--- config.mk ---
export PLATFORM = sky130hd
export DESIGN_NAME = ati_sqrt_stage
export DESIGN_NICKNAME = d
export VERILOG_FILES = /design/src/rtl/ati_pkg.sv /design/src/rtl/ati_sqrt_stage.sv
export SDC_FILE = /design/constraint.sdc
export NUM_CORES = 1
export LEC_CHECK = 0
export ABC_CLOCK_PERIOD_IN_PS = 4600
export BUFFER_PORTS_ARGS = -buffer_cell sky130_fd_sc_hd__buf_2
export CAP_MARGIN = 20
export CORE_MARGIN = 2
export CORE_UTILIZATION = 54
export DETAILED_ROUTE_END_ITERATION = 8
export PLACE_DENSITY = 0.95
export SLEW_MARGIN = 10
export SYNTH_ARGS = -nofsm -noshare
export SYNTH_HDL_FRONTEND = slang
export SYNTH_SLANG_ARGS = --single-unit
--- constraint.sdc ---
create_clock -name i_clk -period 4.6 [get_ports i_clk]
set_input_delay 0.92 -clock i_clk [delete_from_list [all_inputs] [get_ports i_clk]]
set_output_delay 0.92 -clock i_clk [all_outputs]
set_load 0.005 [all_outputs]
--- src/rtl/ati_pkg.sv ---
// ============================================================================
// ati_pkg: shared types, constants and functions of the tilt orientation block
// Holds the fixed-point widths, the CORDIC angle table and helper functions.
// ============================================================================
package ati_pkg;

    localparam int SAMPLE_WIDTH  = 13;
    localparam int CORDIC_STAGES = 18;

    localparam int FRAC_W = 16;
    localparam int CW     = SAMPLE_WIDTH + FRAC_W + 4;
    localparam int ACC_W  = 26;
    localparam int DEG_W  = ACC_W - FRAC_W;
    localparam int SQ_W   = 2 * SAMPLE_WIDTH;
    localparam int RT_W   = SAMPLE_WIDTH + FRAC_W;
    localparam int REM_W  = RT_W + 3;
    localparam int IDX_W  = 5;
    localparam int IN_TW  = ((3 * SAMPLE_WIDTH + 7) / 8) * 8;
    localparam int OUT_TW = 24;
    localparam int LAT    = RT_W + CORDIC_STAGES + 4;

    localparam logic signed [ACC_W-1:0] ANG_90  = ACC_W'(90 * 65536);
    localparam logic signed [ACC_W-1:0] ANG_180 = ACC_W'(180 * 65536);

    typedef enum logic [2:0] {
        ORI_UP      = 3'd0,
        ORI_DOWN    = 3'd1,
        ORI_LEFT    = 3'd2,
        ORI_RIGHT   = 3'd3,
        ORI_FORWARD = 3'd4,
        ORI_BACK    = 3'd5
    } t_orient;

    typedef struct packed {
        logic signed [CW-1:0]    a;
        logic signed [CW-1:0]    b;
        logic signed [ACC_W-1:0] acc;
    } t_cvec;

    typedef struct packed {
        logic [SQ_W-1:0]  n;
        logic [REM_W-1:0] rem;
        logic [RT_W-1:0]  res;
    } t_sqrt;

    function automatic logic signed [ACC_W-1:0] atan_tab(input logic [IDX_W-1:0] i);
        logic signed [ACC_W-1:0] v;
        case (i)
            5'd0:    v = ACC_W'(2949120);
            5'd1:    v = ACC_W'(1740967);
            5'd2:    v = ACC_W'(919879);
            5'd3:    v = ACC_W'(466945);
            5'd4:    v = ACC_W'(234379);
            5'd5:    v = ACC_W'(117304);
            5'd6:    v = ACC_W'(58666);
            5'd7:    v = ACC_W'(29335);
            5'd8:    v = ACC_W'(14668);
            5'd9:    v = ACC_W'(7334);
            5'd10:   v = ACC_W'(3667);
            5'd11:   v = ACC_W'(1833);
            5'd12:   v = ACC_W'(917);
            5'd13:   v = ACC_W'(458);
            5'd14:   v = ACC_W'(229);
            5'd15:   v = ACC_W'(115);
            5'd16:   v = ACC_W'(57);
            5'd17:   v = ACC_W'(29);
            5'd18:   v = ACC_W'(14);
            5'd19:   v = ACC_W'(7);
            5'd20:   v = ACC_W'(4);
            5'd21:   v = ACC_W'(2);
            5'd22:   v = ACC_W'(1);
            default: v = '0;
        endcase
        return v;
    endfunction

    // Brings the vector into the right half plane and settles the axis cases.
    function automatic t_cvec cordic_pre(input logic signed [CW-1:0] a,
                                         input logic signed [CW-1:0] b);
        t_cvec v;
        v.a   = a;
        v.b   = b;
        v.acc = '0;
        if (b == '0) begin
            if (a < 0) begin
                v.acc = ANG_180;
            end
        end else if (a == '0) begin
            v.acc = (b > 0) ? ANG_90 : -ANG_90;
            v.b   = '0;
        end else if (a < 0) begin
            if (b > 0) begin
                v.a   = b;
                v.b   = -a;
                v.acc = ANG_90;
            end else begin
                v.a   = -b;
                v.b   = a;
                v.acc = -ANG_90;
            end
        end
        return v;
    endfunction

    // Truncates a fixed-point angle toward zero and clamps it to the limit.
    function automatic logic signed [DEG_W-1:0] to_deg(input logic signed [ACC_W-1:0] q,
                                                      input logic [DEG_W-1:0] lim);
        logic [ACC_W-1:0] mag;
        logic [DEG_W-1:0] d;
        mag = q[ACC_W-1] ? ACC_W'(-q) : ACC_W'(q);
        d   = mag[ACC_W-1:FRAC_W];
        if (d > lim) begin
            d = lim;
        end
        return q[ACC_W-1] ? -$signed(d) : $signed(d);
    endfunction

endpackage

--- src/rtl/ati_sqrt_stage.sv ---
// ============================================================================
// ati_sqrt_stage: one step of the pipelined integer square root
// Brings in two radicand bits and settles one root bit per cycle while enabled.
// ============================================================================
module ati_sqrt_stage import ati_pkg::*; (
    input  logic  i_clk,
    input  logic  i_en,
    input  t_sqrt i_st,
    output t_sqrt o_st
);

    t_sqrt            r_st, n_st;
    logic [REM_W-1:0] rem_s, trial;

    always_comb begin
        rem_s  = {i_st.rem[REM_W-3:0], i_st.n[SQ_W-1 -: 2]};
        trial  = {1'b0, i_st.res, 2'b01};
        n_st.n = {i_st.n[SQ_W-3:0], 2'b00};
        if (rem_s >= trial) begin
            n_st.rem = rem_s - trial;
            n_st.res = {i_st.res[RT_W-2:0], 1'b1};
        end else begin
            n_st.rem = rem_s;
            n_st.res = {i_st.res[RT_W-2:0], 1'b0};
        end
    end

    always_ff @(posedge i_clk) begin
        if (i_en) begin
            r_st <= n_st;
        end
    end

    assign o_st = r_st;

endmodule

==> flow_summary_export.csv <==
group,metric,value,unit
finish,layout_common_cells,"170 x buf_2, 85 x edfxtp_1, 55 x a21oi_1",
placed_design,io_buffers,171,
yosys,syn_area,0.004798,mm²
cts,postCtsSetupRepairBufs,0,
grt,grt_max_degree,86,
yosys,postSynthAreaPerCell,11.26,µm²
finish,antenna_cells,0,
finish,post-route-util,0.6811,
sta,rsz0062_at_grt,"false",
yosys,synth_top_area_cell,"edfxtp_1",
floorplan,initial_core_util,0.5529,
finish,fin_nets,715,
cts,root_buffer,"clkbuf_8",
cts,cts_hold_buf,0,
grt,antenna_found_initial,0,
critical_path,cpPeakStageDelay,620,ps
finish,layout_commonest_cell,"buf_2",
critical_path,end_kind,"flip-flop",
floorplan,ios,176,
route,highest_layer,"met4",
sta,worst_pin_slew,1057,ps
route,routedWlPerCell,16.72,µm
finish,largest_reg_flops,85,
sta,setup_ws,1046,ps
cts,cts.sink_count,85,
floorplan,die-area,0.009656,mm²
critical_path,path_delay_family,"simple AND/OR/NAND/NOR gates",
cts,clk_pin_slew,100,ps
critical_path,crit_type,"primary input to flip-flop",
placed_design,hpwl,8997,µm
route,vias,4070,
critical_path,critPathRequiredTime,4710,ps
yosys,yosysTopAreaCellShare,0.5319,
yosys,yosys_warnings,0,
sta,min_period,3554,ps
grt,grt_usage,0.2362,
grt,grt_pass1_wl,18350,µm
critical_path,worst_ep_arrival_time,3670,ps
yosys,synthDistinctLibCells,56,
route,wl_met1,4699,µm
sta,relSlewSlack,0.2956,
route,drt-total-wl,11840,µm
route,final_antenna_net_count,0,
floorplan,fp.dieH,98.27,µm
sta,fmaxAchievable,281.4,MHz
pwr,power_density,334.2,mW/mm²
critical_path,cp_slowest_cell,"or4_1",
finish,final_layout_size_suffix_gt1_frac,0.3450,
sta,finalHoldViolations,0,
finish,multi_input_area,0.002032,mm²
sta,setup_viol,0,
placed_design,place_ws,693.4,ps
pwr,ir_worst_vdd,0.1904,mV
run_status,run_status,"completed",
route,via_per_inst,5.749,
critical_path,crit_chain,"buf_2 > inv_1 > ha_1 > nand4_1 > or4_1 > o211ai_1 > o221ai_2 > nand2_4 > mux2_2",
cts,cts_buffer_depth,2,
sta,fin_crit_sh,0.7727,
cts,cts_tree,"done",
placed_design,gp_routability_congestion,0.8754,
route,met3_wirelength,954,µm
sta,report.final.slew_viol_count,0,
sta,tns,0,ps
yosys,ys.flop_type,"edfxtp_1",
route,drt_first_iter_violations,303,
critical_path,path_buf_inv,2,
finish,seqCellArea,0.002552,mm²
yosys,async_flop_share,0,
floorplan,core_area,0.008678,mm²
yosys,synth_enable_flop_cells,85,
finish,area_growth,23.18,%
cts,numCtsBuffers,9,
pwr,leakage,0.002654,µW
route,remaining_drc_errors,0,
yosys,ys_seq_area_frac,0.5319,
yosys,syn_inst,426,
floorplan,fp-row-count,34,
grt,grt_pass1_vias,3915,
route,first_pass_iters,6,
critical_path,crit_fanout,52,
floorplan,die_w,98.27,µm
cts,ctsHtreeMaxLevel,3,
critical_path,start_kind,"primary input",
yosys,ys_top_cells_by_area,"edfxtp_1 53%, ha_1 8.1%, a21oi_1 5.7%",
run,max_cap_violations,0,
grt,overflow,0,
min_path,hp-class,"primary input to flip-flop",
route,wl_met2,5910,µm
yosys,ys_ff_latch,85,
cts,ctsResizeCount,0,
finish,n_fill_cell,629,
-- where the power goes --
group          switching [µW]  internal (µW)  total (µW)
Clock                     300            207         507
Combinational             275            216         491
Sequential               21.0            956         977
Total                     595           1380        1980
-- synth_stat cells (3+ instances only) --
cell	n
o21ai_0	10
mux2_1	3
and2_1	3
nor2_1	36
nand2_1	20
nor3_1	8
a21oi_1	55
o211ai_1	3
a21o_1	14
buf_2	6
inv_1	38
nand2b_1	5
mux2_2	6
nand4_1	6
and3_1	4
o21bai_1	5
ha_1	31
edfxtp_1	85
nand3_1	8
clkbuf_1	5
or3_1	3
xnor2_1	14
a211oi_1	3
xor2_1	13
-- area by class of cell --
| cell class | instances | share of cell area |
|---|---|---|
| clock buffer | 9 | 0.02096 |
| sequential | 85 | 0.4318 |
| inverter | 38 | 0.02413 |
| clock inverter | 7 | 0.01122 |
| multi-input combinational | 290 | 0.3438 |
| tap | 108 | 0.02286 |
| timing repair buffer | 171 | 0.1452 |
-- per-stage QoR --
step	power [µW]	instances	cell area, µm²	hold WS (ps)
global route	2067	708	5911	715.8
global placement	1458	692	5720	1096
CTS	1981	708	5911	720.8
detailed placement	1479	692	5720	1098
finish	1975	708	5911	734.8
floorplan	1283	427	4802	1019
-- metal layers --
layer,up-vias,track usage
met1,1884,0.2856
met2,245,0.4204
met3,29,0.04724
met4,0,0.08325
li1,1912,-
met5,-,0
-- worst paths after layout --
path | start | to | slack, ps | depth (start not counted)
worst min-delay path | i_st[76] | o_st[78] | 730 | 1
worst max-delay path | i_st[11] | o_st[40] | 1050 | 9
-- logic make-up (layout without fill, tap and decap cells) --
group	count (synthesis)	in the layout	share of synthesized area
XOR/XNOR	27	27	0.04928
multiplexers	9	9	0.02112
AND/OR/NAND/NOR	103	103	0.1056
adder cells (fa/ha/maj)	31	31	0.08083
AO/OA/AOI/OAI	118	118	0.1651
flip-flops	85	85	0.5319
other	1	2	0.0007815
buffers and inverters	52	225	0.04537
Power figures use the tool's default switching activity.
