File: config.mk
export PLATFORM = sky130hd
export DESIGN_NAME = ati_cordic_stage
export DESIGN_NICKNAME = d
export VERILOG_FILES = /design/src/rtl/ati_pkg.sv /design/src/rtl/ati_cordic_stage.sv
export SDC_FILE = /design/constraint.sdc
export NUM_CORES = 1
export LEC_CHECK = 0
export BUFFER_PORTS_ARGS = -buffer_cell sky130_fd_sc_hd__buf_2
export CAP_MARGIN = 0
export CORE_AREA = 4 4 170 172
export CTS_BUF_LIST = sky130_fd_sc_hd__clkbuf_16
export DETAILED_ROUTE_END_ITERATION = 6
export DIE_AREA = 0 0 174 176
export GPL_TIMING_DRIVEN = 1
export PLACE_DENSITY = 0.83
export RECOVER_POWER = 100
export SYNTH_ARGS = -nofsm -noshare
export SYNTH_HDL_FRONTEND = slang
export SYNTH_SLANG_ARGS = --single-unit
File: constraint.sdc
create_clock -name i_clk -period 9.1 [get_ports i_clk]
set_input_delay 1.365 -clock i_clk [delete_from_list [all_inputs] [get_ports i_clk]]
set_output_delay 1.365 -clock i_clk [all_outputs]
set_load 0.01 [all_outputs]
File: src/rtl/ati_pkg.sv
// ============================================================================
// ati_pkg: shared types, constants and functions of the tilt orientation block
// Holds the fixed-point widths, the CORDIC angle table and helper functions.
// ============================================================================
package ati_pkg;

    localparam int SAMPLE_WIDTH  = 13;
    localparam int CORDIC_STAGES = 18;

    localparam int FRAC_W = 16;
    localparam int CW     = SAMPLE_WIDTH + FRAC_W + 4;
    localparam int ACC_W  = 26;
    localparam int DEG_W  = ACC_W - FRAC_W;
    localparam int SQ_W   = 2 * SAMPLE_WIDTH;
    localparam int RT_W   = SAMPLE_WIDTH + FRAC_W;
    localparam int REM_W  = RT_W + 3;
    localparam int IDX_W  = 5;
    localparam int IN_TW  = ((3 * SAMPLE_WIDTH + 7) / 8) * 8;
    localparam int OUT_TW = 24;
    localparam int LAT    = RT_W + CORDIC_STAGES + 4;

    localparam logic signed [ACC_W-1:0] ANG_90  = ACC_W'(90 * 65536);
    localparam logic signed [ACC_W-1:0] ANG_180 = ACC_W'(180 * 65536);

    typedef enum logic [2:0] {
        ORI_UP      = 3'd0,
        ORI_DOWN    = 3'd1,
        ORI_LEFT    = 3'd2,
        ORI_RIGHT   = 3'd3,
        ORI_FORWARD = 3'd4,
        ORI_BACK    = 3'd5
    } t_orient;

    typedef struct packed {
        logic signed [CW-1:0]    a;
        logic signed [CW-1:0]    b;
        logic signed [ACC_W-1:0] acc;
    } t_cvec;

    typedef struct packed {
        logic [SQ_W-1:0]  n;
        logic [REM_W-1:0] rem;
        logic [RT_W-1:0]  res;
    } t_sqrt;

    function automatic logic signed [ACC_W-1:0] atan_tab(input logic [IDX_W-1:0] i);
        logic signed [ACC_W-1:0] v;
        case (i)
            5'd0:    v = ACC_W'(2949120);
            5'd1:    v = ACC_W'(1740967);
            5'd2:    v = ACC_W'(919879);
            5'd3:    v = ACC_W'(466945);
            5'd4:    v = ACC_W'(234379);
            5'd5:    v = ACC_W'(117304);
            5'd6:    v = ACC_W'(58666);
            5'd7:    v = ACC_W'(29335);
            5'd8:    v = ACC_W'(14668);
            5'd9:    v = ACC_W'(7334);
            5'd10:   v = ACC_W'(3667);
            5'd11:   v = ACC_W'(1833);
            5'd12:   v = ACC_W'(917);
            5'd13:   v = ACC_W'(458);
            5'd14:   v = ACC_W'(229);
            5'd15:   v = ACC_W'(115);
            5'd16:   v = ACC_W'(57);
            5'd17:   v = ACC_W'(29);
            5'd18:   v = ACC_W'(14);
            5'd19:   v = ACC_W'(7);
            5'd20:   v = ACC_W'(4);
            5'd21:   v = ACC_W'(2);
            5'd22:   v = ACC_W'(1);
            default: v = '0;
        endcase
        return v;
    endfunction

    // Brings the vector into the right half plane and settles the axis cases.
    function automatic t_cvec cordic_pre(input logic signed [CW-1:0] a,
                                         input logic signed [CW-1:0] b);
        t_cvec v;
        v.a   = a;
        v.b   = b;
        v.acc = '0;
        if (b == '0) begin
            if (a < 0) begin
                v.acc = ANG_180;
            end
        end else if (a == '0) begin
            v.acc = (b > 0) ? ANG_90 : -ANG_90;
            v.b   = '0;
        end else if (a < 0) begin
            if (b > 0) begin
                v.a   = b;
                v.b   = -a;
                v.acc = ANG_90;
            end else begin
                v.a   = -b;
                v.b   = a;
                v.acc = -ANG_90;
            end
        end
        return v;
    endfunction

    // Truncates a fixed-point angle toward zero and clamps it to the limit.
    function automatic logic signed [DEG_W-1:0] to_deg(input logic signed [ACC_W-1:0] q,
                                                      input logic [DEG_W-1:0] lim);
        logic [ACC_W-1:0] mag;
        logic [DEG_W-1:0] d;
        mag = q[ACC_W-1] ? ACC_W'(-q) : ACC_W'(q);
        d   = mag[ACC_W-1:FRAC_W];
        if (d > lim) begin
            d = lim;
        end
        return q[ACC_W-1] ? -$signed(d) : $signed(d);
    endfunction

endpackage

File: src/rtl/ati_cordic_stage.sv
// ============================================================================
// ati_cordic_stage: one vectoring CORDIC rotation
// Turns the vector toward the x axis and accumulates the table angle.
// ============================================================================
module ati_cordic_stage import ati_pkg::*; (
    input  logic             i_clk,
    input  logic             i_en,
    input  logic [IDX_W-1:0] i_idx,
    input  t_cvec            i_vec,
    output t_cvec            o_vec
);

    t_cvec                r_vec, n_vec;
    logic signed [CW-1:0] da, db;

    always_comb begin
        da    = i_vec.b >>> i_idx;
        db    = i_vec.a >>> i_idx;
        n_vec = i_vec;
        if (i_vec.b != '0) begin
            if (!i_vec.b[CW-1]) begin
                n_vec.a   = i_vec.a + da;
                n_vec.b   = i_vec.b - db;
                n_vec.acc = i_vec.acc + atan_tab(i_idx);
            end else begin
                n_vec.a   = i_vec.a - da;
                n_vec.b   = i_vec.b + db;
                n_vec.acc = i_vec.acc - atan_tab(i_idx);
            end
        end
    end

    always_ff @(posedge i_clk) begin
        if (i_en) begin
            r_vec <= n_vec;
        end
    end

    assign o_vec = r_vec;

endmodule

==> impl_metrics.env <==
export IMPL_synthXorXnorAreaFrac=0.0774
export IMPL_synth_cell_type_count=96
export IMPL_wl_met1_um=19900
export IMPL_worstSetupPathType="primary input to flop"
export IMPL_synth_avg_cell_area_um2=8.56
export IMPL_drv_slew=95
export IMPL_fin_util=0.589
export IMPL_required_ns=9.22
export IMPL_drtIter0Drc=1698
export IMPL_antenna_found_initial=0
export IMPL_hp_class="primary input to flop"
export IMPL_area_growth_pct=8.32
export IMPL_seq_area_frac_synth=0.185
export IMPL_die_area_um2=30600
export IMPL_synthCells=1746
export IMPL_antenna_cells=0
export IMPL_path_clk_slew_ns=0.07
export IMPL_synth_seq_cells=92
export IMPL_ios=191
export IMPL_critical_path_arrival_ns=8.07
export IMPL_met2WireLength_um=23400
export IMPL_synth_fp_nets=1947
export IMPL_async_reset_ff_frac=0
export IMPL_p_leak_nw=6.36
export IMPL_synth_ff_type="edfxtp_1"
export IMPL_row_count=61
export IMPL_final_hold_viol_count=0
export IMPL_start_util=0.544
export IMPL_track_usage=0.325
export IMPL_fin_crit_sh=0.874
export IMPL_place_gp_congestion=1.06
export IMPL_avgRoutedWirePerCell_um=23.1
export IMPL_synth_compound_area_share=0.226
export IMPL_fin_area_um2=16200
export IMPL_nNetsFinal=2064
export IMPL_yosysTopAreaCell="edfxtp_1"
export IMPL_grt_setup_unrepaired="no"
export IMPL_cts_resized_gates=0
export IMPL_met3WireLength_um=5160
export IMPL_muxShareOfSynthArea=0.192
export IMPL_synth_top_cells_by_count="nand2_1, nor2_1, a21oi_1"
export IMPL_status="finished, violations left"
export IMPL_vias=14900
export IMPL_yosys_cell_count_top_type="nand2_1"
export IMPL_drc=0
export IMPL_synth_fa_ha_area_frac=0.0869
export IMPL_cap_violations=2
export IMPL_die_w_um=174
export IMPL_grt_overflow=0
export IMPL_synth_top_family_by_area="compound AO/OA/AOI/OAI gates"
export IMPL_p_per_area_nw_per_um2=151
export IMPL_ir_drop_mv=0.0993
export IMPL_synth_area_leaders="edfxtp_1, mux4_2, ha_1"
export IMPL_cts_buffer_depth=2
export IMPL_top_layer="met4"
export IMPL_critPathLaunchType="primary input"
export IMPL_portBuffers=190
export IMPL_worst_slew_pin_slew_ns=2.94
export IMPL_die_h_um=176
export IMPL_ant_nets=0
export IMPL_period_needed_ns=7.96
export IMPL_drive_gt1_frac=0.148
export IMPL_place_area_um2=16000
export IMPL_root_buffer="clkbuf_16"
export IMPL_drt_wl_total_um=51100
export IMPL_finalSetupViolations=0
export IMPL_hpwlAfterDp_um=38600
export IMPL_setup_tns_ns=0
export IMPL_viasPerCell=6.75
export IMPL_grt_pass1_wl_um=80100
export IMPL_grt_max_degree=77
export IMPL_grt_pass1_vias=14300
export IMPL_syn_area_um2=14900
export IMPL_htreeDepth=3
export IMPL_hold_slack_ns=1.29
export IMPL_post_cts_buffers=0
export IMPL_synth_top_cell_area_share=0.185
export IMPL_ys_warnings_count=0
export IMPL_cts_tree="done"
export IMPL_synthSimpleGateAreaFrac=0.183
export IMPL_largest_reg_flops=92
export IMPL_clock_fmax_mhz=126
export IMPL_cts_buffers=9
export IMPL_postCtsHoldBufs=0
export IMPL_core_area_um2=27500
export IMPL_crit_path_max_fanout=48
export IMPL_synth_edff_count=92
export IMPL_crit_path_end_kind="flop"
export IMPL_violations="max-capacitance violations, max-slew violations"
export IMPL_slew_headroom=-0.959
export IMPL_dr_pass1_iters=5
export IMPL_cts_sinks=92
worst paths after layout:
check	from	to	cells after the start
max	i_idx[0]	o_vec[57]$_DFFE_PP_	24
min	i_vec[25]	o_vec[25]$_DFFE_PP_	2
power by group:
part / leakage [nW] / internal, mW / total [mW] / switching [mW]
Sequential: 0.901 / 0.626 / 0.654 / 0.0279
Clock: 0.146 / 0.215 / 0.414 / 0.199
Combinational: 5.32 / 0.550 / 1.37 / 0.821
Total: 6.36 / 1.39 / 2.44 / 1.05
worst max-delay path, stage by stage:
cell and delay [ns]:
buf_4 0.56, mux4_2 0.66, nand2_1 0.10, nand2_1 0.06
o21ai_0 0.67, nand2_1 0.13, o21ai_0 0.15, ha_1 0.25
inv_1 0.07, or4bb_1 0.54, or3_1 0.49, nor2_1 0.14
nor2_1 0.06, xnor2_1 0.14, ha_1 0.36, a21o_1 0.21
a21o_1 0.18, a211o_1 0.33, a311oi_1 0.37, inv_1 0.08
o2111a_1 0.28, o31ai_1 0.37, o21ai_0 0.14, mux2_1 0.33
layout by cell type (no fill, tap or decap), drive strengths merged, types with 6 or more instances in the layout:
cell    count
o31ai      19
clkinv      6
o221ai      6
a221oi      8
ha         99
o21a       12
inv        49
nand3      29
o211ai     11
nand2     186
a31oi      29
nor4b       7
a21boi      6
nor3       34
nand2b     29
edfxtp     92
or3        11
mux2       25
buf       120
xor2       53
nor4       13
clkbuf    105
a211o       7
o21bai     11
or2        10
and3       17
o22ai      18
mux4       85
o21ai     120
xnor2      79
nor2b      21
nand4      11
a31o        7
a211oi     22
a21oi     137
a21o       43
mux2i      66
a22oi       8
nor2      153
and2       20
kinds of logic (layout without fill, tap and decap cells):
group | Yosys count | in the layout
AOI/OAI and AO/OA | 518 | 518
xor gates and xnor gates | 132 | 132
adders and majority gates | 102 | 102
buffers and inverters | 160 | 282
DFF | 92 | 92
muxes | 176 | 176
and+or+nand+nor | 566 | 566
through the flow:
stage	cells	setup slack, ns	total power [mW]
floorplan	1746	1.49	1.63
global placement	2198	1.16	2.00
detailed placement	2198	1.05	2.03
CTS	2214	1.43	2.45
global route	2214	0.806	2.61
finish	2214	1.14	2.44
routing by layer:
metal | GRT usage | up-vias
li1 | - | 6877
met1 | 0.417 | 7030
met2 | 0.523 | 883
met3 | 0.0745 | 151
met4 | 0.154 | 0
met5 | 0 | -
cell type report:
| class | instances | area (µm²) |
|---|---|---|
| well taps | 346 | 433 |
| inverters | 50 | 188 |
| multi-input cells | 1494 | 11400 |
| clock inverters | 7 | 73.8 |
| clock buffers | 9 | 225 |
| flip-flops and latches | 92 | 2760 |
| fillers | 2513 | 11300 |
| repair buffers | 216 | 1060 |
No activity file was read; power rests on OpenSTA's default activity.
