==> config.mk <==
export PLATFORM = sky130hd
export DESIGN_NAME = ati_front
export DESIGN_NICKNAME = d
export VERILOG_FILES = /design/src/rtl/ati_pkg.sv /design/src/rtl/ati_front.sv
export SDC_FILE = /design/constraint.sdc
export NUM_CORES = 1
export LEC_CHECK = 0
export ABC_AREA = 1
export BUFFER_PORTS_ARGS = -buffer_cell sky130_fd_sc_hd__buf_2
export CORE_MARGIN = 4
export CORE_UTILIZATION = 60
export CTS_CLUSTER_SIZE = 16
export DETAILED_ROUTE_END_ITERATION = 16
export GPL_TIMING_DRIVEN = 0
export PLACE_DENSITY = 0.81
export SETUP_SLACK_MARGIN = 0.2
export SLEW_MARGIN = 20
export SYNTH_ARGS = -nofsm -noshare
export SYNTH_HDL_FRONTEND = slang
export SYNTH_SLANG_ARGS = --single-unit
export TNS_END_PERCENT = 20
==> constraint.sdc <==
create_clock -name i_clk -period 7.8 [get_ports i_clk]
set_input_delay 0.39 -clock i_clk [delete_from_list [all_inputs] [get_ports i_clk]]
set_output_delay 0.39 -clock i_clk [all_outputs]
set_load 0.02 [all_outputs]
==> src/rtl/ati_pkg.sv <==
// ============================================================================
// ati_pkg: shared types, constants and functions of the tilt orientation block
// Holds the fixed-point widths, the CORDIC angle table and helper functions.
// ============================================================================
package ati_pkg;

    localparam int SAMPLE_WIDTH  = 13;
    localparam int CORDIC_STAGES = 18;

    localparam int FRAC_W = 16;
    localparam int CW     = SAMPLE_WIDTH + FRAC_W + 4;
    localparam int ACC_W  = 26;
    localparam int DEG_W  = ACC_W - FRAC_W;
    localparam int SQ_W   = 2 * SAMPLE_WIDTH;
    localparam int RT_W   = SAMPLE_WIDTH + FRAC_W;
    localparam int REM_W  = RT_W + 3;
    localparam int IDX_W  = 5;
    localparam int IN_TW  = ((3 * SAMPLE_WIDTH + 7) / 8) * 8;
    localparam int OUT_TW = 24;
    localparam int LAT    = RT_W + CORDIC_STAGES + 4;

    localparam logic signed [ACC_W-1:0] ANG_90  = ACC_W'(90 * 65536);
    localparam logic signed [ACC_W-1:0] ANG_180 = ACC_W'(180 * 65536);

    typedef enum logic [2:0] {
        ORI_UP      = 3'd0,
        ORI_DOWN    = 3'd1,
        ORI_LEFT    = 3'd2,
        ORI_RIGHT   = 3'd3,
        ORI_FORWARD = 3'd4,
        ORI_BACK    = 3'd5
    } t_orient;

    typedef struct packed {
        logic signed [CW-1:0]    a;
        logic signed [CW-1:0]    b;
        logic signed [ACC_W-1:0] acc;
    } t_cvec;

    typedef struct packed {
        logic [SQ_W-1:0]  n;
        logic [REM_W-1:0] rem;
        logic [RT_W-1:0]  res;
    } t_sqrt;

    function automatic logic signed [ACC_W-1:0] atan_tab(input logic [IDX_W-1:0] i);
        logic signed [ACC_W-1:0] v;
        case (i)
            5'd0:    v = ACC_W'(2949120);
            5'd1:    v = ACC_W'(1740967);
            5'd2:    v = ACC_W'(919879);
            5'd3:    v = ACC_W'(466945);
            5'd4:    v = ACC_W'(234379);
            5'd5:    v = ACC_W'(117304);
            5'd6:    v = ACC_W'(58666);
            5'd7:    v = ACC_W'(29335);
            5'd8:    v = ACC_W'(14668);
            5'd9:    v = ACC_W'(7334);
            5'd10:   v = ACC_W'(3667);
            5'd11:   v = ACC_W'(1833);
            5'd12:   v = ACC_W'(917);
            5'd13:   v = ACC_W'(458);
            5'd14:   v = ACC_W'(229);
            5'd15:   v = ACC_W'(115);
            5'd16:   v = ACC_W'(57);
            5'd17:   v = ACC_W'(29);
            5'd18:   v = ACC_W'(14);
            5'd19:   v = ACC_W'(7);
            5'd20:   v = ACC_W'(4);
            5'd21:   v = ACC_W'(2);
            5'd22:   v = ACC_W'(1);
            default: v = '0;
        endcase
        return v;
    endfunction

    // Brings the vector into the right half plane and settles the axis cases.
    function automatic t_cvec cordic_pre(input logic signed [CW-1:0] a,
                                         input logic signed [CW-1:0] b);
        t_cvec v;
        v.a   = a;
        v.b   = b;
        v.acc = '0;
        if (b == '0) begin
            if (a < 0) begin
                v.acc = ANG_180;
            end
        end else if (a == '0) begin
            v.acc = (b > 0) ? ANG_90 : -ANG_90;
            v.b   = '0;
        end else if (a < 0) begin
            if (b > 0) begin
                v.a   = b;
                v.b   = -a;
                v.acc = ANG_90;
            end else begin
                v.a   = -b;
                v.b   = a;
                v.acc = -ANG_90;
            end
        end
        return v;
    endfunction

    // Truncates a fixed-point angle toward zero and clamps it to the limit.
    function automatic logic signed [DEG_W-1:0] to_deg(input logic signed [ACC_W-1:0] q,
                                                      input logic [DEG_W-1:0] lim);
        logic [ACC_W-1:0] mag;
        logic [DEG_W-1:0] d;
        mag = q[ACC_W-1] ? ACC_W'(-q) : ACC_W'(q);
        d   = mag[ACC_W-1:FRAC_W];
        if (d > lim) begin
            d = lim;
        end
        return q[ACC_W-1] ? -$signed(d) : $signed(d);
    endfunction

endpackage

==> src/rtl/ati_front.sv <==
// ============================================================================
// ati_front: input stages of the tilt orientation pipeline
// Squares the lateral axes, picks the orientation and prepares the roll vector.
// ============================================================================
module ati_front import ati_pkg::*; (
    input  logic                           i_clk,
    input  logic                           i_en,
    input  logic signed [SAMPLE_WIDTH-1:0] i_x,
    input  logic signed [SAMPLE_WIDTH-1:0] i_y,
    input  logic signed [SAMPLE_WIDTH-1:0] i_z,
    output t_sqrt                          o_sq,
    output t_cvec                          o_roll,
    output logic signed [SAMPLE_WIDTH-1:0] o_x,
    output t_orient                        o_ori
);

    logic signed [SAMPLE_WIDTH-1:0] r_x, r_y, r_z, r_x2;
    logic        [SQ_W-1:0]         r_ysq, r_zsq;
    t_orient                        r_ori, r_ori2, n_ori;
    t_sqrt                          r_sq;
    t_cvec                          r_roll;
    logic        [SAMPLE_WIDTH:0]   ax, ay, az;
    logic signed [CW-1:0]           ya, za;
    t_sqrt                          n_sq;

    always_comb begin
        ax = i_x[SAMPLE_WIDTH-1] ? (SAMPLE_WIDTH+1)'(-i_x) : (SAMPLE_WIDTH+1)'(i_x);
        ay = i_y[SAMPLE_WIDTH-1] ? (SAMPLE_WIDTH+1)'(-i_y) : (SAMPLE_WIDTH+1)'(i_y);
        az = i_z[SAMPLE_WIDTH-1] ? (SAMPLE_WIDTH+1)'(-i_z) : (SAMPLE_WIDTH+1)'(i_z);
        ax = i_x[SAMPLE_WIDTH-1] ? (SAMPLE_WIDTH+1)'(-(SAMPLE_WIDTH+1)'(i_x)) : ax;
        ay = i_y[SAMPLE_WIDTH-1] ? (SAMPLE_WIDTH+1)'(-(SAMPLE_WIDTH+1)'(i_y)) : ay;
        az = i_z[SAMPLE_WIDTH-1] ? (SAMPLE_WIDTH+1)'(-(SAMPLE_WIDTH+1)'(i_z)) : az;
        if (az >= ax && az >= ay) begin
            n_ori = i_z[SAMPLE_WIDTH-1] ? ORI_DOWN : ORI_UP;
        end else if (ax >= ay) begin
            n_ori = i_x[SAMPLE_WIDTH-1] ? ORI_RIGHT : ORI_LEFT;
        end else begin
            n_ori = i_y[SAMPLE_WIDTH-1] ? ORI_BACK : ORI_FORWARD;
        end
    end

    always_ff @(posedge i_clk) begin
        if (i_en) begin
            r_x   <= i_x;
            r_y   <= i_y;
            r_z   <= i_z;
            r_ysq <= SQ_W'(i_y * i_y);
            r_zsq <= SQ_W'(i_z * i_z);
            r_ori <= n_ori;
        end
    end

    always_comb begin
        ya       = {{(CW-SAMPLE_WIDTH-FRAC_W){r_y[SAMPLE_WIDTH-1]}}, r_y, {FRAC_W{1'b0}}};
        za       = {{(CW-SAMPLE_WIDTH-FRAC_W){r_z[SAMPLE_WIDTH-1]}}, r_z, {FRAC_W{1'b0}}};
        n_sq.n   = r_ysq + r_zsq;
        n_sq.rem = '0;
        n_sq.res = '0;
    end

    always_ff @(posedge i_clk) begin
        if (i_en) begin
            r_sq   <= n_sq;
            r_roll <= cordic_pre(za, ya);
            r_x2   <= r_x;
            r_ori2 <= r_ori;
        end
    end

    assign o_sq   = r_sq;
    assign o_roll = r_roll;
    assign o_x    = r_x2;
    assign o_ori  = r_ori2;

endmodule

==> summary.md, run 1 <==
| Metric | Value |
|---|---|
| Worst Hold Class | `input port to flip-flop` |
| Slew margin rel. | `0.5240` |
| Critical path startpoint category | `input port` |
| Via count | `17,677` |
| RSZ-0062 raised after global routing | `no` |
| CP top delay family | `adder cells` |
| Starting Density | `0.6116` |
| Post-DP HPWL | `roughly 45 mm` |
| Final count of pins violating max slew | `0` |
| YS warnings | `0` |
| Vias in the first global route | `around 18,000` |
| Via/cell ratio | `5.286` |
| Antenna violations before repair | `1` |
| First-pass GRT wire length | `roughly 87 mm` |
| Max Cap Violations | `0` |
| Count of cell types in the netlist | `44` |
| Inst Count DP | `between 3,000 and 4,000` |
| Worst EP arrival | `6.63 ns` |
| Slowest Stage Delay on Critical Path | `0.84 ns` |
| I/O Buffers | `125` |
| Main combinational cell family by area after synthesis | `adder cells` |
| Setup bufs post-CTS | `0` |
| Area Growth Syn to Fin | `10.06%` |
| Met2 WL | `between 20 and 30 mm` |
| Final-report setup violation count | `0` |
| GP Congestion | `between 0.9 and 1` |
| Worst slew pin tran | `approximately 0.7 ns` |
| Die W | `~200 microns` |
| Clk slew on worst S/H paths | `~0.070 ns` |
| Die area | `a little over 40,000 sq um` |
| Post-Synth Simple-Gate Area | `0.1589` |
| Synth area leaders | `fa_1 25%, edfxtp_1 23%, ha_1 12%, inv_1 9.8%, nand2_1 8.7%` |
| Max Used Layer | `met5` |
| Cell taking the most area after synthesis | `fa_1` |
| Post-route ant nets | `0` |
| Synth Area in Adders | `0.3768` |
| CTS sink cnt | `between 150 and 200` |
| Fin crit period | `6.429 ns` |
| Mapped Avg Cell Area | `about 8.6 sq um` |
| CP Max Fanout | `10` |
| Seq/Total Area, Yosys | `0.2269` |
| Detailed Routing Iterations Pass 1 | `6` |
| Max Clk Rate | `155.5 MHz` |
| Setup CP Type | `input port to flip-flop` |
| DR WL met3 | `4.766 mm` |
| Ratio of cells with drive above 1 in the final layout | `0.1061` |
| Most frequent cells in the layout | `590 x inv_1, 521 x nand2_1, 286 x fa_1` |
| Hold Buf Count CTS | `0` |
| Clock Skew | `0.01672 ns` |
| Commonest non-fill, non-tap cell in the layout | `inv_1` |
| Tot GR Track Use | `0.2655` |
| Pin count of the biggest net entering global routing | `around 110` |
| Detailed Route Iter0 Violations | `around 1,400` |
| Root Buffer | `clkbuf_16` |
| Top-area cell type share of the netlist area | `0.2545` |
| Worst path slowest cell | `fa_1` |
| Complex-gate fraction of the synthesized area | `0.04994` |
| Number of top-level pins | `236` |
| Crit path buf inv count | `9` |
| Rows | `70` |
| Final nets | `roughly 3,400` |
| Die Ht | `201.6 microns` |
| Synth Area in XOR/XNOR | `0.03971` |
| H-tree depth | `4` |
| Total Routed Length | `around 54 mm` |
| Worst-Skew Late Latency | `0.45 ns` |
| CTS tree | `done` |
| Mapped Cells | `between 2,000 and 3,000` |
| Setup tns final | `0 ns` |
| Synth Register Bits | `170` |
| Total clock buffers created by CTS | `17` |
| # resized after CTS | `0` |
| M1 WL | `21.76 mm` |
| Critical-path cell list | `buf_2, clkbuf_1, buf_1, nand2_1, inv_1, fa_1, inv_1, fa_1, inv_1, fa_1, fa_1, inv_1, fa_1, inv_1, ha_1, ha_1, nand2_1, nor3_1, nand3_1, nand3_1, inv_1, nand2_1, nand2_1` |
| Synth Cell Area | `22,500 sq um` |
| Total gr overflow | `0` |
| Finished Layout Cells | `between 3,000 and 4,000` |
| Outcome | `complete, no violations` |
| Crit path capture type | `flip-flop` |
| Drt drc | `0` |
| Clock Tree Buf Depth | `2` |
| WP data required | `8.01 ns` |
| Final Hold Vio Count | `0` |
| Crit share post-route | `0.8242` |
| Wire per inst | `16.09 microns` |
| Post-synthesis mux area share | `0` |
| CP dominant cell by count | `inv_1` |
| Core Area | `36,790 sq um` |
-- stage by stage --
stage | instance area (sq um) | hold slack [ns] | util | worst slack (ns)
floorplan | 22920 | 0.4003 | - | 2.051
global placement | 24130 | 0.4029 | 0.6561 | 0.9908
detailed placement | 24170 | 0.4045 | 0.6571 | 0.9372
CTS | 24760 | 0.1296 | 0.6731 | 1.377
global route | 24760 | 0.1347 | 0.6731 | 0.9937
finish | 24760 | 0.1424 | 0.6731 | 1.371
-- Yosys cell counts (all sizes together) --
| cell | number |
|---|---|
| conb | 2 |
| a21oi | 108 |
| o31ai | 3 |
| o21a | 1 |
| o21bai | 7 |
| a31o | 2 |
| clkinv | 2 |
| nor2 | 143 |
| a31oi | 2 |
| nand2 | 525 |
| buf | 123 |
| nand4 | 33 |
| clkbuf | 41 |
| o211ai | 2 |
| and2 | 2 |
| nand3 | 100 |
| xor2 | 83 |
| a21o | 5 |
| o22ai | 3 |
| nor3b | 3 |
| nor3 | 27 |
| xnor2 | 19 |
| inv | 595 |
| edfxtp | 170 |
| or2 | 11 |
| fa | 286 |
| ha | 220 |
| o21ai | 79 |
| nand3b | 7 |
-- area by class of cell --
cell class / count / area, sq um
antenna: 1 / 2.502
clock inverter: 15 / 162.7
fill: 2926 / 12020
multi-input combinational: 1786 / 14500
timing repair buffer: 126 / 663.1
sequential: 170 / 5105
tap: 468 / 585.6
inverter: 597 / 2243
clock buffer: 17 / 425.4
buffer: 164 / 1072
-- metal layers --
metal,vias to the layer above,track usage
li1,8346,-
met1,8449,0.3645
met2,758,0.4344
met3,122,0.04754
met4,2,0.08301
met5,-,0
-- logic make-up (layout without fill, tap and decap cells) --
kind of cell,count (synthesis),in the layout
other,2,116
buffers and inverters,761,919
DFF,170,170
adders and majority gates,506,506
AOI/OAI and AO/OA,212,212
xor gates and xnor gates,102,102
and+or+nand+nor,851,851
-- flip-flops by register name, indices dropped and copies added (netlist names) --
| register | count |
|---|---|
| o_roll | 38 |
| o_sq | 26 |
| r_ysq | 24 |
| r_zsq | 24 |
| o_x | 13 |
| r_x | 13 |
| r_y | 13 |
| r_z | 13 |
| o_ori | 3 |
| r_ori | 3 |
-- worst paths after layout --
path	from	slack (ns)	endpoint	depth (start not counted)
max	i_y[12]	1.37	r_ysq[25]$_DFFE_PP_	23
min	i_y[7]	0.14	r_y[7]$_DFFE_PP_	1
max reg2reg	r_zsq[20]$_DFFE_PP_	5.52	o_sq[82]$_DFFE_PP_	7
min reg2reg	r_x[3]$_DFFE_PP_	0.42	o_x[3]$_DFFE_PP_	0
Power of run 1 is left out: the tool's default activity adds up to more than one toggle a clock period on the data nets, which glitch-free logic cannot reach.
==> run 2, diff against run 1 <==
==> constraint.sdc (replaced) <==
create_clock -name i_clk -period 6.48 [get_ports i_clk]
set_input_delay 0.324 -clock i_clk [delete_from_list [all_inputs] [get_ports i_clk]]
set_output_delay 0.324 -clock i_clk [all_outputs]
set_load 0.02 [all_outputs]
==> run 2 against run 1 <==
Compared with the run above:
- register-to-register slack got worse by 1.3 ns
- clock skew decreased by 0.0042 ns
- first-iteration DRC count shrank 0.29%
- setup slack worse by 0.95 ns
- core utilization barely moved
- critical path type unchanged
- highest routed layer unchanged
==> summary.md, run 2 (synthesized netlist as in run 1, its figures left out) <==
| Metric | Value |
|---|---|
| H-tree depth | `4` |
| Drt drc | `0` |
| Max FFs per register | `38` |
| CP Max Fanout | `10` |
| Clk slew on worst S/H paths | `0.07 ns` |
| Die Ht | `roughly 200 microns` |
| Setup bufs post-CTS | `0` |
| Max Cap Violations | `0` |
| Setup CP Type | `input port to flip-flop` |
| Worst Hold Class | `input port to flip-flop` |
| Detailed Routing Iterations Pass 1 | `6` |
| Number of cells on the worst reg-to-reg path | `7` |
| Ratio of cells with drive above 1 in the final layout | `0.1078` |
| Worst slew pin tran | `approximately 0.74 ns` |
| Clock Skew | `around 0.013 ns` |
| CTS tree | `done` |
| Post-DP HPWL | `roughly 45 mm` |
| Flip-flop and latch area | `around 5100 sq um` |
| Die area | `around 41,000 sq um` |
| Multi-input logic area | `around 15,000 sq um` |
| Worst EP arrival | `6.26 ns` |
| Fin crit period | `between 6 and 7 ns` |
| Crit path buf inv count | `7` |
| Core Area | `between 30,000 and 40,000 sq um` |
| Area Growth Syn to Fin | `10.08%` |
| CP top delay family | `adder cells` |
| Hold Buf Count CTS | `0` |
| CP dominant cell by count | `fa_1` |
| Wire per inst | `16.10 microns` |
| Critical-path cell list | `buf_2, clkbuf_1, clkbuf_1, nand2_1, inv_1, fa_1, fa_1, fa_1, fa_1, inv_1, fa_1, inv_1, ha_1, ha_1, nand2_1, nor3_1, nand3_1, nand3_1, inv_1, nand2_1, nand2_1` |
| Post-route ant nets | `0` |
| FF-to-FF End | `o_sq[82]$_DFFE_PP_` |
| Commonest non-fill, non-tap cell in the layout | `inv_1` |
| WP data required | `6.69 ns` |
| Worst path slowest cell | `fa_1` |
| Critical path origin | `i_y[5]` |
| Slew margin rel. | `0.5072` |
| Die W | `201.6 microns` |
| Total clock buffers created by CTS | `17` |
| RSZ-0062 raised after global routing | `yes` |
| I/O Buffers | `~130` |
| Tot GR Track Use | `0.2655` |
| Diodes inserted | `0` |
| Max Clk Rate | `165.1 MHz` |
| Reg2reg start | `r_zsq[20]$_DFFE_PP_` |
| Critical path startpoint category | `input port` |
| Most frequent cells in the layout | `590 x inv_1, 521 x nand2_1, 285 x fa_1` |
| Starting Density | `0.6116` |
| Pin count of the biggest net entering global routing | `113` |
| Final nets | `roughly 3,400` |
| Rows | `70` |
| First-pass GRT wire length | `a little under 90 mm` |
| Vias in the first global route | `roughly 18,000` |
| Worst-Skew Late Latency | `around 0.45 ns` |
| CTS sink cnt | `170` |
| Slowest Stage Delay on Critical Path | `roughly 0.77 ns` |
| Final count of pins violating max slew | `0` |
| GP Congestion | `between 0.9 and 1` |
| Dpl ws | `-0.3168 ns` |
| Crit share post-route | `0.9346` |
| Final Hold Vio Count | `0` |
| WP depth | `21` |
| R2R Setup Slk | `between 4 and 5 ns` |
| Via count | `between 15,000 and 20,000` |
| Clock Tree Buf Depth | `2` |
| Final-report setup violation count | `0` |
| Total Routed Length | `roughly 54 mm` |
| Crit path capture type | `flip-flop` |
| Number of top-level pins | `236` |
| Setup slack after layout | `0.4237 ns` |
| Outcome | `complete, no violations` |
| Detailed Route Iter0 Violations | `between 1,000 and 1,500` |
| Root Buffer | `clkbuf_16` |
| Critical path endpoint | `r_ysq[25]$_DFFE_PP_` |
| Fillers | `2,918` |
| Antenna violations before repair | `1` |
| Via/cell ratio | `between 5 and 6` |
| Total gr overflow | `0` |
[run 2: cell types whose count changed in the layout (fill, tap and decap cells not counted), sizes merged]
cell	delta
diode	-1
buf	-1
clkbuf	+1
[run 2: layout make-up]
| type | instances | share of cell area |
|---|---|---|
| Timing Repair Buffer | 126 | 0.02678 |
| Clock buffer | 17 | 0.01718 |
| Clock inverter | 15 | 0.006568 |
| Multi-Input combinational cell | 1786 | 0.5856 |
| Sequential cell | 170 | 0.2061 |
| Buffer | 164 | 0.04350 |
| Inverter | 597 | 0.09058 |
| Tap cell | 468 | 0.02364 |
[run 2: metrics by stage]
step | cells | setup TNS, ns | cell area, sq um | utilization | hold slack (ns)
2_1_floorplan | 2717 | 0 | 22920 | - | 0.4003
4_1_cts | 3343 | 0 | 24760 | 0.6731 | 0.06362
3_3_place_gp | 3310 | -0.6110 | 24130 | 0.6561 | 0.4029
6_report | 3343 | 0 | 24770 | 0.6733 | 0.07482
3_5_place_dp | 3311 | -1.159 | 24170 | 0.6571 | 0.4045
5_1_grt | 3343 | 0 | 24770 | 0.6733 | 0.06875
[run 2: worst min-delay path by stage]
stage                       start                  to  slack (ns)  cells after the start
4_1_cts                    i_y[7]    r_y[7]$_DFFE_PP_        0.06                      1
2_1_floorplan  r_ori[0]$_DFFE_PP_  o_ori[0]$_DFFE_PP_        0.40                      0
5_1_grt                   i_x[11]   r_x[11]$_DFFE_PP_        0.07                      1
3_5_place_dp     r_x[2]$_DFFE_PP_    o_x[2]$_DFFE_PP_        0.40                      0
6_report                   i_y[7]    r_y[7]$_DFFE_PP_        0.07                      1
3_3_place_gp     r_x[0]$_DFFE_PP_    o_x[0]$_DFFE_PP_        0.40                      0
[run 2: worst reg2reg max path, stage by stage, from the launching register on]
cell and delay [ns]:
edfxtp_1 0.46, ha_1 0.44, nand2_1 0.14, nor2_1 0.22, nor3b_1 0.39, nand4_1 0.21, nand4_1 0.14, nand2_1 0.06
[run 2: per-layer routing]
layer	vias up	GRT usage	wire length (microns)
met5	-	0	13
met4	2	0.08301	1847
met3	133	0.04754	4799
met2	782	0.4344	25520
met1	8443	0.3645	21640
li1	8338	-	-
[run 2: timing repair]
| action | 4_1_cts | 5_1_grt |
|---|---|---|
| endpoints found under the setup margin | 2 | 7 |
| gates resized for setup | 1 | 6 |
| pin swaps | 0 | 0 |
Power of run 2 is left out for the same reason.
==> run 3, diff against run 2 <==
--- a/config.mk
+++ b/config.mk
@@ -13,6 +13,7 @@
 export DETAILED_ROUTE_END_ITERATION = 16
 export GPL_TIMING_DRIVEN = 0
 export PLACE_DENSITY = 0.81
+export REMOVE_ABC_BUFFERS = 1
 export SETUP_SLACK_MARGIN = 0.2
 export SLEW_MARGIN = 20
 export SYNTH_ARGS = -nofsm -noshare
==> run 3 against run 2 <==
Compared with the run above:
- critical path depth is the same
- non-clock buffer count shrank 164
- sequential share of layout area grew 0.96 points
- clock-buffer cell count grew 1
- maximum frequency grew 4.4%
- critical path type unchanged
- die area is the same
- via count shrank 3.7%
==> summary.md, run 3 (synthesized netlist as in run 1, its figures left out) <==
| Metric | Value |
|---|---|
| Max Clk Rate | `between 150 and 200 MHz` |
| Vias in the first global route | `16,987` |
| Detailed Route Iter0 Violations | `about 1,300` |
| Hold path start | `i_x[11]` |
| First-pass GRT wire length | `83.01 mm` |
| Post-route ant nets | `0` |
| WP data required | `6.69 ns` |
| RSZ-0062 raised after global routing | `no` |
| Final Cell Area | `~24,000 sq um` |
| Final-report setup violation count | `0` |
| Starting Density | `0.6116` |
| Post-DP HPWL | `approximately 42 mm` |
| Hold Buf Count CTS | `0` |
| Worst-Skew Late Latency | `0.45 ns` |
| # resized after CTS | `0` |
| Rows | `70` |
| Reg2reg start | `r_y[0]$_DFFE_PP_` |
| Setup CP Type | `input port to flip-flop` |
| Hold path depth | `1` |
| Core Area | `between 30,000 and 40,000 sq um` |
| Max Cap Violations | `0` |
| FF-to-FF End | `o_roll[44]$_DFFE_PP_` |
| Inst Count DP | `around 3,100` |
| Via count | `17,035` |
| Wire per inst | `approximately 16 microns` |
| Worst EP arrival | `about 6 ns` |
| Finished Layout Cells | `roughly 3,200` |
| Crit path capture type | `flip-flop` |
| I/O Buffers | `~130` |
| Antenna violations before repair | `1` |
| Die W | `just over 200 microns` |
| Ratio of cells with drive above 1 in the final layout | `0.06790` |
| Setup bufs post-CTS | `0` |
| Commonest non-fill, non-tap cell in the layout | `inv_1` |
| Clock Tree Buf Depth | `2` |
| CTS tree | `done` |
| Most frequent cells in the layout | `590 x inv_1, 521 x nand2_1, 286 x fa_1` |
| Number of top-level pins | `roughly 240` |
| Clock Skew | `between 0.01 and 0.015 ns` |
| Fin crit period | `5.800 ns` |
| Root Buffer | `clkbuf_16` |
| Max FFs per register | `38` |
| Total Routed Length | `slightly above 50 mm` |
| Worst Hold Class | `input port to flip-flop` |
| GP Congestion | `about 0.95` |
| Dpl cell area | `23,100 sq um` |
| CTS sink cnt | `170` |
| Final Hold Vio Count | `0` |
| Drt drc | `0` |
| Diodes inserted | `0` |
| Setup tns final | `0 ns` |
| Final nets | `approximately 3,200` |
| Die area | `just over 40,000 sq um` |
| R2R Setup Slk | `4.25 ns` |
| Total clock buffers created by CTS | `17` |
| Detailed Routing Iterations Pass 1 | `6` |
| Tot GR Track Use | `0.2501` |
| Via/cell ratio | `5.360` |
| Worst slew pin tran | `roughly 0.63 ns` |
| Number of cells on the worst reg-to-reg path | `9` |
| Die Ht | `between 200 and 250 microns` |
| Final count of pins violating max slew | `0` |
| Critical path startpoint category | `input port` |
| Total gr overflow | `0` |
| Crit share post-route | `0.8951` |
| Outcome | `complete, no violations` |
| H-tree depth | `4` |
| WHS Endpoint | `r_x[11]$_DFFE_PP_` |
| Pin count of the biggest net entering global routing | `between 100 and 150` |
| Area Growth Syn to Fin | `5.172%` |
| Slew margin rel. | `0.5771` |
| Clk slew on worst S/H paths | `0.07 ns` |
| CP Max Fanout | `27` |
| Fillers | `between 3,000 and 4,000` |
[run 3: cell count changes in the layout (fill, tap and decap cells not counted), moves of 3 or more]
cell,delta
clkinv_4,-3
buf_2,-3
clkbuf_2,-3
clkbuf_1,-38
buf_4,-117
[run 3: layout make-up]
type,count,area [sq um],share of cell area
clock buffer,18,429.2,0.01814
timing repair buffer,126,663.1,0.02803
clock inverter,13,133.9,0.005658
tap,468,585.6,0.02475
multi-input combinational,1786,14500,0.6129
sequential,170,5105,0.2157
inverter,597,2243,0.09481
[run 3: metal layers]
layer / up-vias / global-route usage / share of wire
li1: 8010 / - / -
met1: 8247 / 0.3255 / 0.40
met2: 687 / 0.4281 / 0.49
met3: 91 / 0.04303 / 0.072
met4: 0 / 0.08301 / 0.029
met5: - / 0 / 0
[run 3: stage by stage]
step	util	hold WS (ns)	setup WS, ns
after floorplan	-	0.4003	1.211
after global placement	0.6269	0.4029	0.2918
after detailed placement	0.6279	0.4056	0.2077
after CTS	0.6432	0.06956	0.6280
after global routing	0.6432	0.08203	0.2897
final	0.6432	0.08211	0.6798
[run 3: how the worst max path moves through the flow]
stage / depth (start not counted) / slack (ns) / end / startpoint
finish: 21 / 0.68 / r_ysq[25]$_DFFE_PP_ / i_y[12]
global route: 21 / 0.29 / r_ysq[25]$_DFFE_PP_ / i_y[12]
CTS: 19 / 0.63 / r_ysq[24]$_DFFE_PP_ / i_y[12]
detailed placement: 19 / 0.21 / r_ysq[24]$_DFFE_PP_ / i_y[12]
global placement: 19 / 0.29 / r_ysq[24]$_DFFE_PP_ / i_y[12]
floorplan: 20 / 1.21 / r_ysq[25]$_DFFE_PP_ / i_y[3]
[run 3: critical path: stages]
cell and delay, ns:
buf_2 0.29, nand2_1 0.14, inv_1 0.09, fa_1 0.58
inv_1 0.08, fa_1 0.93, inv_1 0.24, fa_1 0.64
fa_1 0.57, inv_1 0.05, fa_1 0.52, inv_1 0.05
ha_1 0.29, ha_1 0.40, nand2_1 0.11, nor3_1 0.26
nand3_1 0.11, nand3_1 0.16, inv_1 0.05, nand2_1 0.06
nand2_1 0.05
Power of run 3 is left out for the same reason.
